--- src/design/tmmt_pkg.sv ---
package tmmt_pkg;

  localparam int unsigned LocalRamBytes = 1024;
  localparam int unsigned MapBytes      = 512;
  localparam int unsigned LocalAw       = $clog2(LocalRamBytes);
  localparam int unsigned MapAw         = $clog2(MapBytes);

  localparam logic [7:0]  HaltOpcode    = 8'h76;
  localparam logic [7:0]  NopOpcode     = 8'h00;
  localparam logic [15:0] TrapBase      = 16'h0BF0;
  localparam logic [3:0]  TrapReads     = 4'd15;
  localparam logic [7:0]  CauseAll      = 8'hBF;
  localparam logic [7:0]  CauseHaltTrap = 8'hBB;
  localparam logic [3:0]  SwitchFetches = 4'd8;

  // Access targets reported with each result.
  localparam logic [2:0] TgtSys = 3'd0;
  localparam logic [2:0] TgtRam = 3'd1;
  localparam logic [2:0] TgtReg = 3'd2;
  localparam logic [2:0] TgtMap = 3'd3;
  localparam logic [2:0] TgtRom = 3'd4;
  localparam logic [2:0] TgtFpu = 3'd5;
  localparam logic [2:0] TgtIgn = 3'd6;

  // Configuration register indexes.
  localparam logic [2:0] CfgSwitch  = 3'd0;
  localparam logic [2:0] CfgKeyb    = 3'd1;
  localparam logic [2:0] CfgRun     = 3'd2;
  localparam logic [2:0] CfgTrapAdr = 3'd3;
  localparam logic [2:0] CfgFpuStat = 3'd4;

  typedef enum logic [1:0] {
    StIdle,
    StDecode,
    StFinish,
    StOutput
  } ctrl_state_e;

  // Controller to datapath commands.
  typedef struct packed {
    logic capture;
    logic mem_read;
    logic finish;
    logic out_load;
  } dp_cmd_t;

  typedef struct packed {
    logic [7:0] switch_setting;
    logic [7:0] keyboard_setting;
    logic       run_enable;
    logic [7:0] trap_address_value;
    logic [7:0] fpu_status_value;
  } cfg_t;

  function automatic logic is_prefix(input logic [7:0] b);
    return (b == 8'hED) || (b == 8'hDD) || (b == 8'hFD) || (b == 8'hCB);
  endfunction

endpackage

--- src/design/tmmt_ctrl.sv ---
module tmmt_ctrl (
  input  logic                 clk_i,
  input  logic                 rst_ni,
  input  logic                 in_valid_i,
  output logic                 in_stall_o,
  output logic                 out_valid_o,
  input  logic                 out_stall_i,
  output tmmt_pkg::dp_cmd_t    cmd_o
);

  tmmt_pkg::ctrl_state_e state_q, state_d;
  logic out_valid_q, out_valid_d;
  logic out_free;

  assign out_free = !out_valid_q || !out_stall_i;

  // Next state: capture, memory read, state update, then hand off to output.
  always_comb begin
    state_d = state_q;
    unique case (state_q)
      tmmt_pkg::StIdle:   if (in_valid_i) state_d = tmmt_pkg::StDecode;
      tmmt_pkg::StDecode: state_d = tmmt_pkg::StFinish;
      tmmt_pkg::StFinish: state_d = tmmt_pkg::StOutput;
      tmmt_pkg::StOutput: if (out_free) state_d = tmmt_pkg::StIdle;
      default:            state_d = tmmt_pkg::StIdle;
    endcase
  end

  // Command outputs.
  always_comb begin
    cmd_o       = '0;
    in_stall_o  = 1'b1;
    out_valid_d = out_valid_q && out_stall_i;
    unique case (state_q)
      tmmt_pkg::StIdle: begin
        in_stall_o    = 1'b0;
        cmd_o.capture = in_valid_i;
      end
      tmmt_pkg::StDecode: cmd_o.mem_read = 1'b1;
      tmmt_pkg::StFinish: cmd_o.finish = 1'b1;
      tmmt_pkg::StOutput: begin
        if (out_free) begin
          cmd_o.out_load = 1'b1;
          out_valid_d    = 1'b1;
        end
      end
      default: ;
    endcase
  end

  always_ff @(posedge clk_i or negedge rst_ni) begin
    if (!rst_ni) begin
      state_q     <= tmmt_pkg::StIdle;
      out_valid_q <= 1'b0;
    end else begin
      state_q     <= state_d;
      out_valid_q <= out_valid_d;
    end
  end

  assign out_valid_o = out_valid_q;

endmodule

--- config.mk ---
export PLATFORM = sky130hd
export DESIGN_NAME = tmmt_ctrl
export DESIGN_NICKNAME = d
export VERILOG_FILES = /design/src/design/tmmt_pkg.sv /design/src/design/tmmt_ctrl.sv
export SDC_FILE = /design/constraint.sdc
export NUM_CORES = 1
export LEC_CHECK = 0
export ABC_AREA = 1
export BUFFER_PORTS_ARGS = -buffer_cell sky130_fd_sc_hd__buf_2
export CORE_AREA = 2 2 39 41
export CTS_BUF_LIST = sky130_fd_sc_hd__clkbuf_4
export CTS_CLUSTER_DIAMETER = 200
export DETAILED_ROUTE_END_ITERATION = 8
export DIE_AREA = 0 0 41 43
export PLACE_DENSITY_LB_ADDON = 0.1
export SYNTH_ARGS = -nofsm -noshare
export SYNTH_HDL_FRONTEND = slang
export SYNTH_SLANG_ARGS = --single-unit
export TNS_END_PERCENT = 10
--- constraint.sdc ---
create_clock -name clk_i -period 1.1 [get_ports clk_i]
set_input_delay 0.165 -clock clk_i [delete_from_list [all_inputs] [get_ports clk_i]]
set_output_delay 0.165 -clock clk_i [all_outputs]
set_load 0.02 [all_outputs]
==> results of run 1 <==
## synth_stat cells, drive strengths merged
master | count | area (µm²)
a21oi | 1 | 5.00
dfrtp | 3 | 75.1
ha | 5 | 62.6
inv | 8 | 30.0
nand2 | 10 | 42.5
nand3 | 3 | 20.0
## per-stage QoR
step	setup WS (ns)	hold slack, ns	cells	total power [mW]	cell area, µm²
final	-0.169	0.179	66	1.38	447
after CTS	-0.189	0.176	66	1.39	444
after global routing	-0.254	0.196	66	1.52	447
after floorplan	0.0328	-0.131	30	0.665	239
after global placement	-0.0509	-0.0378	56	0.846	312
after detailed placement	-0.0478	-0.0381	56	0.847	312
## worst paths after layout
kind | start | end | slack, ns
max reg2reg | state_q[0] | state_q[1] | 0
max in group asynchronous | rst_ni | state_q[1] | 0.74
min in group asynchronous | rst_ni | state_q[0] | 0.25
min | out_stall_i | out_valid_o | 0.18
max | state_q[1] | cmd_o[0] | -0.17
min reg2reg | state_q[0] | state_q[0] | 0.54
## sequential cells by signal, summed over array words and instances (netlist names)
| register | count |
|---|---|
| state_q | 2 |
| out_valid_o | 1 |
## power by group through the flow
stage	logic, mW	registers, mW	clock network (mW)
6_report	0.920	0.236	0.220
5_1_grt	1.03	0.246	0.247
4_1_cts	0.924	0.238	0.231
3_5_place_dp	0.609	0.237	0
3_3_place_gp	0.608	0.239	0
2_1_floorplan	0.420	0.245	0
## final cells by class
type / instances / area [µm²] / area share [%]
Tap cell: 16 / 20.0 / 4.48
Clock buffer: 4 / 30.0 / 6.72
Timing Repair Buffer: 16 / 125 / 28.0
Inverter: 8 / 30.0 / 6.72
Multi-Input combinational cell: 19 / 166 / 37.3
Sequential cell: 3 / 75.1 / 16.8
## logic make-up after synthesis
logic type               share of synthesized area (%)
AO/OA/AOI/OAI                                     2.13
adder cells (fa/ha/maj)                           26.6
buffers and inverters                             12.8
flip-flops                                        31.9
AND/OR/NAND/NOR                                   26.6
## worst reg2reg max path: stages (launching register included)
cell	delay [ns]
dfrtp_1	0.41
ha_2	0.21
buf_4	0.13
nand3_2	0.09
nand2_2	0.06
nand2_1	0.05
nand2_1	0.05
## per-layer routing
metal	track usage (%)	part of all wire (%)	vias to the layer above
met1	7.47	38	103
met5	0	0	-
met3	3.14	5.2	2
met2	11.9	54	6
met4	10.0	2.8	0
li1	-	-	128
## what timing repair did
action / in CTS / in global routing
resized for setup: 17 / 1
endpoints found under the setup margin: 7 / 7
pin swaps: 3 / 1
endpoints found under the hold margin: 3 / 0
hold buffers: 1 / 0
buffers inserted: 5 / 0
==> summary.md, run 1 <==
| Metric | Value |
|---|---|
| Iter 0 DRT Violations | `2` |
| Worst skew pair latency | `roughly 0.23 ns` |
| Core Util, Final | `between 30% and 40%` |
| Total track usage | `under 10%` |
| Syn nets | `39` |
| Maxcap violations | `0` |
| Initial antenna violation count | `0` |
| Final Skew | `about 0.0020 ns` |
| Post-Syn Area per Cell | `between 7 and 8 µm²` |
| Sw Pwr | `just under 0.6 mW` |
| Post-synthesis sequential area ratio | `between 30% and 40%` |
| H-tree depth | `1` |
| Setup ws final | `-0.169 ns` |
| Outcome | `complete, but fails checks` |
| Drt via density | `3.62` |
| Root Driver | `clkbuf_4` |
| Combinational share of power | `roughly 67%` |
| Synth Register Bits | `3` |
| Global-route wire length before repair | `roughly 910 µm` |
| Pwr/cell area | `3080 nW/µm²` |
| Most frequent cells in the layout | `8 x nand2_1, 6 x buf_4, 5 x inv_1, 5 x buf_2` |
| Share of power burned in registers | `roughly 17%` |
| I/O pin cnt | `10` |
| Number of diodes | `0` |
| Critical Path Stages | `4` |
| Crit path max fanout | `4` |
| CP startpoint kind | `flip-flop` |
| Routability cong. | `0.682` |
| Share of layout cells above drive strength 1 | `62.0%` |
| Cts bufs inserted | `3` |
| Final setup violation count | `5` |
| Fmax | `0.788 GHz` |
| WS Path Type | `reg -> out` |
| Die width | `41 µm` |
| Fill cell instance count of the final layout | `~150` |
| Critical path's top delay family | `flip-flops` |
| CP peak stage delay | `slightly below 0.4 ns` |
| Fin crit share | `115%` |
| Crit-path slowest cell | `dfrtp_1` |
| Internal power | `about 0.8 mW` |
| Initial core utilization | `between 10% and 20%` |
| Crit path time final | `1.27 ns` |
| Sw frac | `between 40 and 50%` |
| FP Rows | `14` |
| Syn Std Cell Area | `between 200 and 250 µm²` |
| Nets | `60` |
| RSZ-0062 raised after global routing | `true` |
| Ys Warns | `0` |
| Area Growth Syn to Fin | `89.9%` |
| DR DRC count | `0` |
| Port bufs | `9` |
| Maximum clock insertion buffer count | `2` |
| Antenna viol nets, final | `0` |
| CP arrival | `around 1.1 ns` |
| Final-report max-slew violation count | `0` |
| DR vias | `~240` |
| Wire length per cell | `between 7 and 8 µm` |
| Final wirelength | `a little under 500 µm` |
| Required time worst endpoint | `roughly 0.94 ns` |
| CTS tree | `done` |
| Pre-Repair DR Iteration Count | `2` |
| Clk pwr share | `between 10% and 20%` |
| Min-delay worst type | `in -> reg` |
| DPL Wire Length | `360 µm` |
| Vias in the first global route | `240` |
| Worst setup EP type | `primary output` |
| Max VDD drop | `approximately 910 µV` |
| Slew @ Worst Pin | `approximately 0.15 ns` |
| Hold Path Cell Cnt | `3` |
| Die span in y | `43 µm` |
| Final Hold Fails | `0` |
| Area of the core | `~1400 µm²` |
| Overflow after GRT | `0` |
| Largest net degree at the start of global routing | `5` |
| Yosys cell types | `8` |
| Most common cell after layout, fill and taps aside | `nand2_1` |
| Die ar. | `1760 µm²` |
| Leakage | `between 0.2 and 0.25 nW` |
| Mapped Cells | `30` |
| Worst-path cell chain | `ha_2 -> inv_2 -> a21oi_2 -> buf_4` |
| CP Buf/Inv Count | `2` |
| CTS clock-pin slew for the worst setup and hold paths | `roughly 0.040 ns` |
| Slew headroom | `90.1%` |
| Worst R2R Path Depth | `6` |
| Clk sinks | `3` |
| Setup TNS | `-0.779 ns` |
| Failing checks | `negative setup slack` |
Power figures use the tool's default switching activity.
==> run 2, diff against run 1 <==
REMOVE_ABC_BUFFERS = 1   (was not set)
==> run 2 against run 1 <==
The run still ends with negative setup slack left. Non-clock buffer count unchanged. Sequential power decreased by 3%. Maximum frequency increased by 1.5%. Via count increased by 2.1%. Clock skew decreased by 0.0014 ns. Register-to-register slack about the same. Critical path type unchanged. Largest power group unchanged.
==> summary.md, run 2 (synthesis gave the netlist of run 1 again) <==
| Metric | Value |
|---|---|
| Maxcap violations | `0` |
| Crit path max fanout | `3` |
| CP Buf/Inv Count | `3` |
| Antenna viol nets, final | `0` |
| CP startpoint kind | `flip-flop` |
| Setup TNS | `-0.682 ns` |
| Fin crit share | `114%` |
| Drt via density | `roughly 3.7` |
| DR DRC count | `0` |
| Initial antenna violation count | `0` |
| Pre-Repair DR Iteration Count | `4` |
| Crit path time final | `approximately 1.2 ns` |
| H-tree depth | `1` |
| Leakage | `roughly 0.24 nW` |
| Die span in y | `between 40 and 50 µm` |
| CTS clock-pin slew for the worst setup and hold paths | `~0.04 ns` |
| Fill cell instance count of the final layout | `roughly 150` |
| Share of layout cells above drive strength 1 | `between 60% and 70%` |
| Vias in the first global route | `239` |
| Maximum clock insertion buffer count | `2` |
| Most flop-heavy register | `state_q` |
| Final Skew | `around 0.00064 ns` |
| Most common cell after layout, fill and taps aside | `nand2_1` |
| Nets | `60` |
| Initial core utilization | `17.0%` |
| Failing checks | `negative setup slack` |
| Fmax | `0.800 GHz` |
| Die ar. | `approximately 1800 µm²` |
| Worst-path cell chain | `inv_2 -> ha_4 -> nand2_2 -> inv_2 -> buf_6` |
| DR vias | `about 240` |
| Crit-path slowest cell | `dfrtp_1` |
| WS Path Type | `reg -> out` |
| Overflow after GRT | `0` |
| Final-report max-slew violation count | `0` |
| Pwr/cell area | `between 3000 and 4000 nW/µm²` |
| I/O pin cnt | `10` |
| Cts bufs inserted | `3` |
| FP Rows | `14` |
| Top cell by count, worst path | `inv_2` |
| CTS tree | `done` |
| Min-delay worst type | `in -> reg` |
| Area Growth Syn to Fin | `92.6%` |
| Final Hold Fails | `0` |
| Worst setup EP type | `primary output` |
| Largest net degree at the start of global routing | `5` |
| Port bufs | `9` |
| Total track usage | `between 7 and 8%` |
| Core Util, Final | `between 30% and 40%` |
| Setup ws final | `-0.149 ns` |
| Most frequent cells in the layout | `7 x nand2_1, 6 x buf_4, 5 x inv_2, 5 x buf_6` |
| RSZ-0062 raised after global routing | `true` |
| Routability cong. | `around 0.63` |
| Wire length per cell | `between 7 and 8 µm` |
| Die width | `41 µm` |
| Iter 0 DRT Violations | `2` |
| Worst skew pair latency | `0.23 ns` |
| CP arrival | `about 1.1 ns` |
| Max reg flops | `2` |
| Final wirelength | `about 510 µm` |
| Clk sinks | `3` |
| Outcome | `complete, but fails checks` |
| Slew @ Worst Pin | `~0.16 ns` |
| Critical path's top delay family | `flip-flops` |
| Dpl ws | `-0.0278 ns` |
| Total power | `approximately 1.4 mW` |
| CP peak stage delay | `approximately 0.4 ns` |
| Max VDD drop | `between 1000 and 1500 µV` |
| Area of the core | `about 1400 µm²` |
| Global-route wire length before repair | `just under 900 µm` |
| Root Driver | `clkbuf_4` |
| Required time worst endpoint | `~0.94 ns` |
| Slew headroom | `approximately 90%` |
| Number of diodes | `0` |
| Final setup violation count | `6` |
## run 2: area by class of cell
cell class                      count  area (µm²)  share of cell area, %
Clock buffer                        4        30.0                   6.63
Tap cell                           16        20.0                   4.42
Multi-Input combinational cell     19         166                   36.7
Sequential cell                     3        75.1                   16.6
Timing Repair Buffer               16         131                   29.0
Inverter                            8        30.0                   6.63
## run 2: metrics by stage
stage / area, µm² / hold slack, ns / std cells
6_report: 453 / 0.187 / 66
3_5_place_dp: 323 / -0.0372 / 58
3_3_place_gp: 323 / -0.0381 / 58
4_1_cts: 439 / 0.176 / 65
2_1_floorplan: 235 / -0.131 / 30
5_1_grt: 453 / 0.196 / 66
## run 2: timing repair
action | 4_1_cts | 5_1_grt
pin swaps | 2 | 1
setup endpoints to repair | 5 | 7
hold buffers | 1 | 0
gates resized for setup | 20 | 3
hold endpoints to repair | 3 | 0
buffers inserted | 2 | 1
## run 2: final timing paths
| path | from | to | slack, ns | cells after the start |
|---|---|---|---|---|
| max in group asynchronous | rst_ni | state_q[1] | 0.74 | 2 |
| min | out_stall_i | out_valid_o | 0.19 | 3 |
| max reg2reg | state_q[0] | state_q[1] | -0.01 | 6 |
| min in group asynchronous | rst_ni | state_q[0] | 0.26 | 2 |
| min reg2reg | out_valid_o | out_valid_o | 0.56 | 2 |
| max | state_q[1] | cmd_o[3] | -0.15 | 5 |
## run 2: power by group
part | internal (mW) | switching, mW | total (mW)
Clock | 0.160 | 0.0562 | 0.217
Sequential | 0.170 | 0.0602 | 0.230
Combinational | 0.495 | 0.487 | 0.982
## run 2: layer usage
metal | vias to the layer above | GRT usage, % | part of all wire, %
li1 | 129 | - | -
met1 | 111 | 8.39 | 43
met2 | 4 | 11.3 | 54
met3 | 0 | 1.57 | 3.5
met4 | 0 | 8.00 | 0
met5 | - | 0 | 0
## run 2: worst reg2reg max path: stages (launching register included)
cell and delay [ns]:
dfrtp_1 0.40, ha_2 0.21, buf_4 0.13, nand3_2 0.09, nand2_2 0.06, nand2_1 0.05, nand2_1 0.05
==> run 3, diff against run 2 <==
--- a/config.mk
+++ b/config.mk
@@ -18,3 +18,3 @@
 export SYNTH_HDL_FRONTEND = slang
 export SYNTH_SLANG_ARGS = --single-unit
-export TNS_END_PERCENT = 10
+export TNS_END_PERCENT = 1
==> constraint.sdc (replaced) <==
create_clock -name clk_i -period 1.1 [get_ports clk_i]
set_input_delay 0.275 -clock clk_i [delete_from_list [all_inputs] [get_ports clk_i]]
set_output_delay 0.275 -clock clk_i [all_outputs]
set_load 0.02 [all_outputs]
==> run 3 against run 2 <==
The run still ends with negative setup slack left. Critical endpoint is now cmd_o[0]. Sequential cell count did not move. Hold slack improved by 0.11 ns. Highest routed layer unchanged. Global-route usage increased by 0.42 points. Sequential power about the same. Die area stayed put.
==> summary.md, run 3 (synthesis gave the netlist of run 1 again) <==
| Metric | Value |
|---|---|
| Outcome | `complete, but fails checks` |
| Failing checks | `negative setup slack` |
| H-tree depth | `1` |
| Worst setup EP type | `primary output` |
| DPL Wire Length | `389 µm` |
| Required time worst endpoint | `0.82 ns` |
| Vias in the first global route | `between 200 and 300` |
| CTS clock-pin slew for the worst setup and hold paths | `approximately 0.030 ns` |
| Final Skew | `0.00165 ns` |
| Reg-to-Reg Start | `state_q[0]` |
| Final Non-Filler Cells | `just under 70` |
| Cts bufs inserted | `3` |
| I/O pin cnt | `10` |
| Slew @ Worst Pin | `0.154 ns` |
| Total track usage | `8.16%` |
| Maxcap violations | `0` |
| Hold Path Cell Cnt | `3` |
| Worst R2R Path Depth | `8` |
| Wire length per cell | `around 7.6 µm` |
| Area of the core | `about 1400 µm²` |
| Most flop-heavy register | `state_q` |
| Clk sinks | `3` |
| Initial antenna violation count | `0` |
| Crit path time final | `approximately 1.4 ns` |
| Metal3 WL | `~25 µm` |
| Max VDD drop | `1130 µV` |
| FP Rows | `14` |
| Final wirelength | `523 µm` |
| DR DRC count | `0` |
| CTS tree | `done` |
| Drt via density | `roughly 3.5` |
| Slew headroom | `about nine tenths` |
| Initial core utilization | `between 10% and 20%` |
| Top Metal Used | `met3` |
| Die width | `a little over 40 µm` |
| Fin crit share | `126%` |
| Largest net degree at the start of global routing | `5` |
| Min-delay worst type | `in -> reg` |
| Placed cells | `61` |
| Final Hold Fails | `0` |
| Pwr/cell area | `3130 nW/µm²` |
| CP arrival | `around 1.1 ns` |
| Reg-to-Reg End | `state_q[0]` |
| Setup ws final | `-0.284 ns` |
| Overflow after GRT | `0` |
| Area post-placement | `roughly 350 µm²` |
| Leakage | `around 0.26 nW` |
| Antenna viol nets, final | `0` |
| Final instance area | `~480 µm²` |
| Die span in y | `approximately 43 µm` |
| Maximum clock insertion buffer count | `2` |
| Hold EP | `out_valid_o` |
| Pre-Repair DR Iteration Count | `4` |
| CP startpoint kind | `flip-flop` |
| Fill cell instance count of the final layout | `between 100 and 150` |
| Nets | `63` |
| Share of layout cells above drive strength 1 | `around two thirds` |
| Global-route wire length before repair | `just over 900 µm` |
| DR vias | `about 240` |
| Most frequent cells in the layout | `9 x buf_4, 7 x nand2_1, 5 x inv_2, 5 x buf_6` |
| Final-report max-slew violation count | `0` |
| Setup TNS | `-1.40 ns` |
| Max reg flops | `2` |
| Number of diodes | `0` |
| Hold path startpoint | `out_stall_i` |
| M1 wire length | `around 200 µm` |
| Die ar. | `between 1500 and 2000 µm²` |
| Routability cong. | `0.585` |
| Fmax | `roughly 0.72 GHz` |
| Most common cell after layout, fill and taps aside | `buf_4` |
| Crit path max fanout | `4` |
| Final setup violation count | `7` |
| Root Driver | `clkbuf_4` |
| Port bufs | `9` |
| Flop-to-flop setup slack | `-0.14 ns` |
| WS Path Type | `reg -> out` |
| Area Growth Syn to Fin | `104%` |
| Iter 0 DRT Violations | `2` |
| Total power | `between 1.5 and 2 mW` |
| Worst skew pair latency | `0.23 ns` |
| RSZ-0062 raised after global routing | `true` |
| DR WL met2 | `around 300 µm` |
## run 3: cell count changes in the layout (fill, tap and decap cells not counted), sizes merged
cell,previous run,this run
buf,15,18
## run 3: worst max-delay path by stage
stage          slack, ns  cells after the start        from  endpoint
2_1_floorplan      -0.12                      3  state_q[0]  cmd_o[0]
3_3_place_gp       -0.11                      5  state_q[0]  cmd_o[3]
3_5_place_dp       -0.14                      5  state_q[0]  cmd_o[3]
4_1_cts            -0.29                      4  state_q[0]  cmd_o[0]
5_1_grt            -0.34                      4  state_q[0]  cmd_o[0]
6_report           -0.28                      4  state_q[0]  cmd_o[0]
## run 3: cell type report
class / count / area, µm² / share of cell area [%]
Clock buffer: 4 / 30.0 / 6.25
Inverter: 8 / 30.0 / 6.25
Multi-Input combinational cell: 19 / 171 / 35.7
Sequential cell: 3 / 75.1 / 15.6
Tap cell: 16 / 20.0 / 4.17
Timing Repair Buffer: 19 / 154 / 32.0
## run 3: stage by stage
stage               hold WS (ns)  util [%]  setup slack, ns
floorplan                -0.0206         -           -0.118
global placement          0.0732      25.0           -0.111
detailed placement        0.0711      25.0           -0.141
CTS                        0.282      34.3           -0.291
global route               0.310      34.7           -0.344
finish                     0.293      34.7           -0.284
## run 3: power breakdown
group | switching [mW] | internal (mW) | total [mW]
Sequential | 0.0618 | 0.170 | 0.232
Clock | 0.0558 | 0.160 | 0.216
Combinational | 0.499 | 0.557 | 1.06
## run 3: per-layer routing
layer / global-route usage [%] / vias up
li1: - / 133
met1: 7.79 / 100
met2: 12.2 / 6
met3: 1.57 / 0
met4: 10.0 / 0
met5: 0 / -
## run 3: worst max-delay path, cell delays in order, from the launching register on
cell and delay, ns:
dfrtp_1 0.40, ha_2 0.21, inv_2 0.04, a21oi_2 0.09
buf_4 0.14
## run 3: what timing repair did
item,CTS,global route
setup buffers,3,0
hold buffers,1,0
endpoints found under the setup margin,7,8
pin swaps,4,2
resized for setup,21,3
endpoints found under the hold margin,3,0
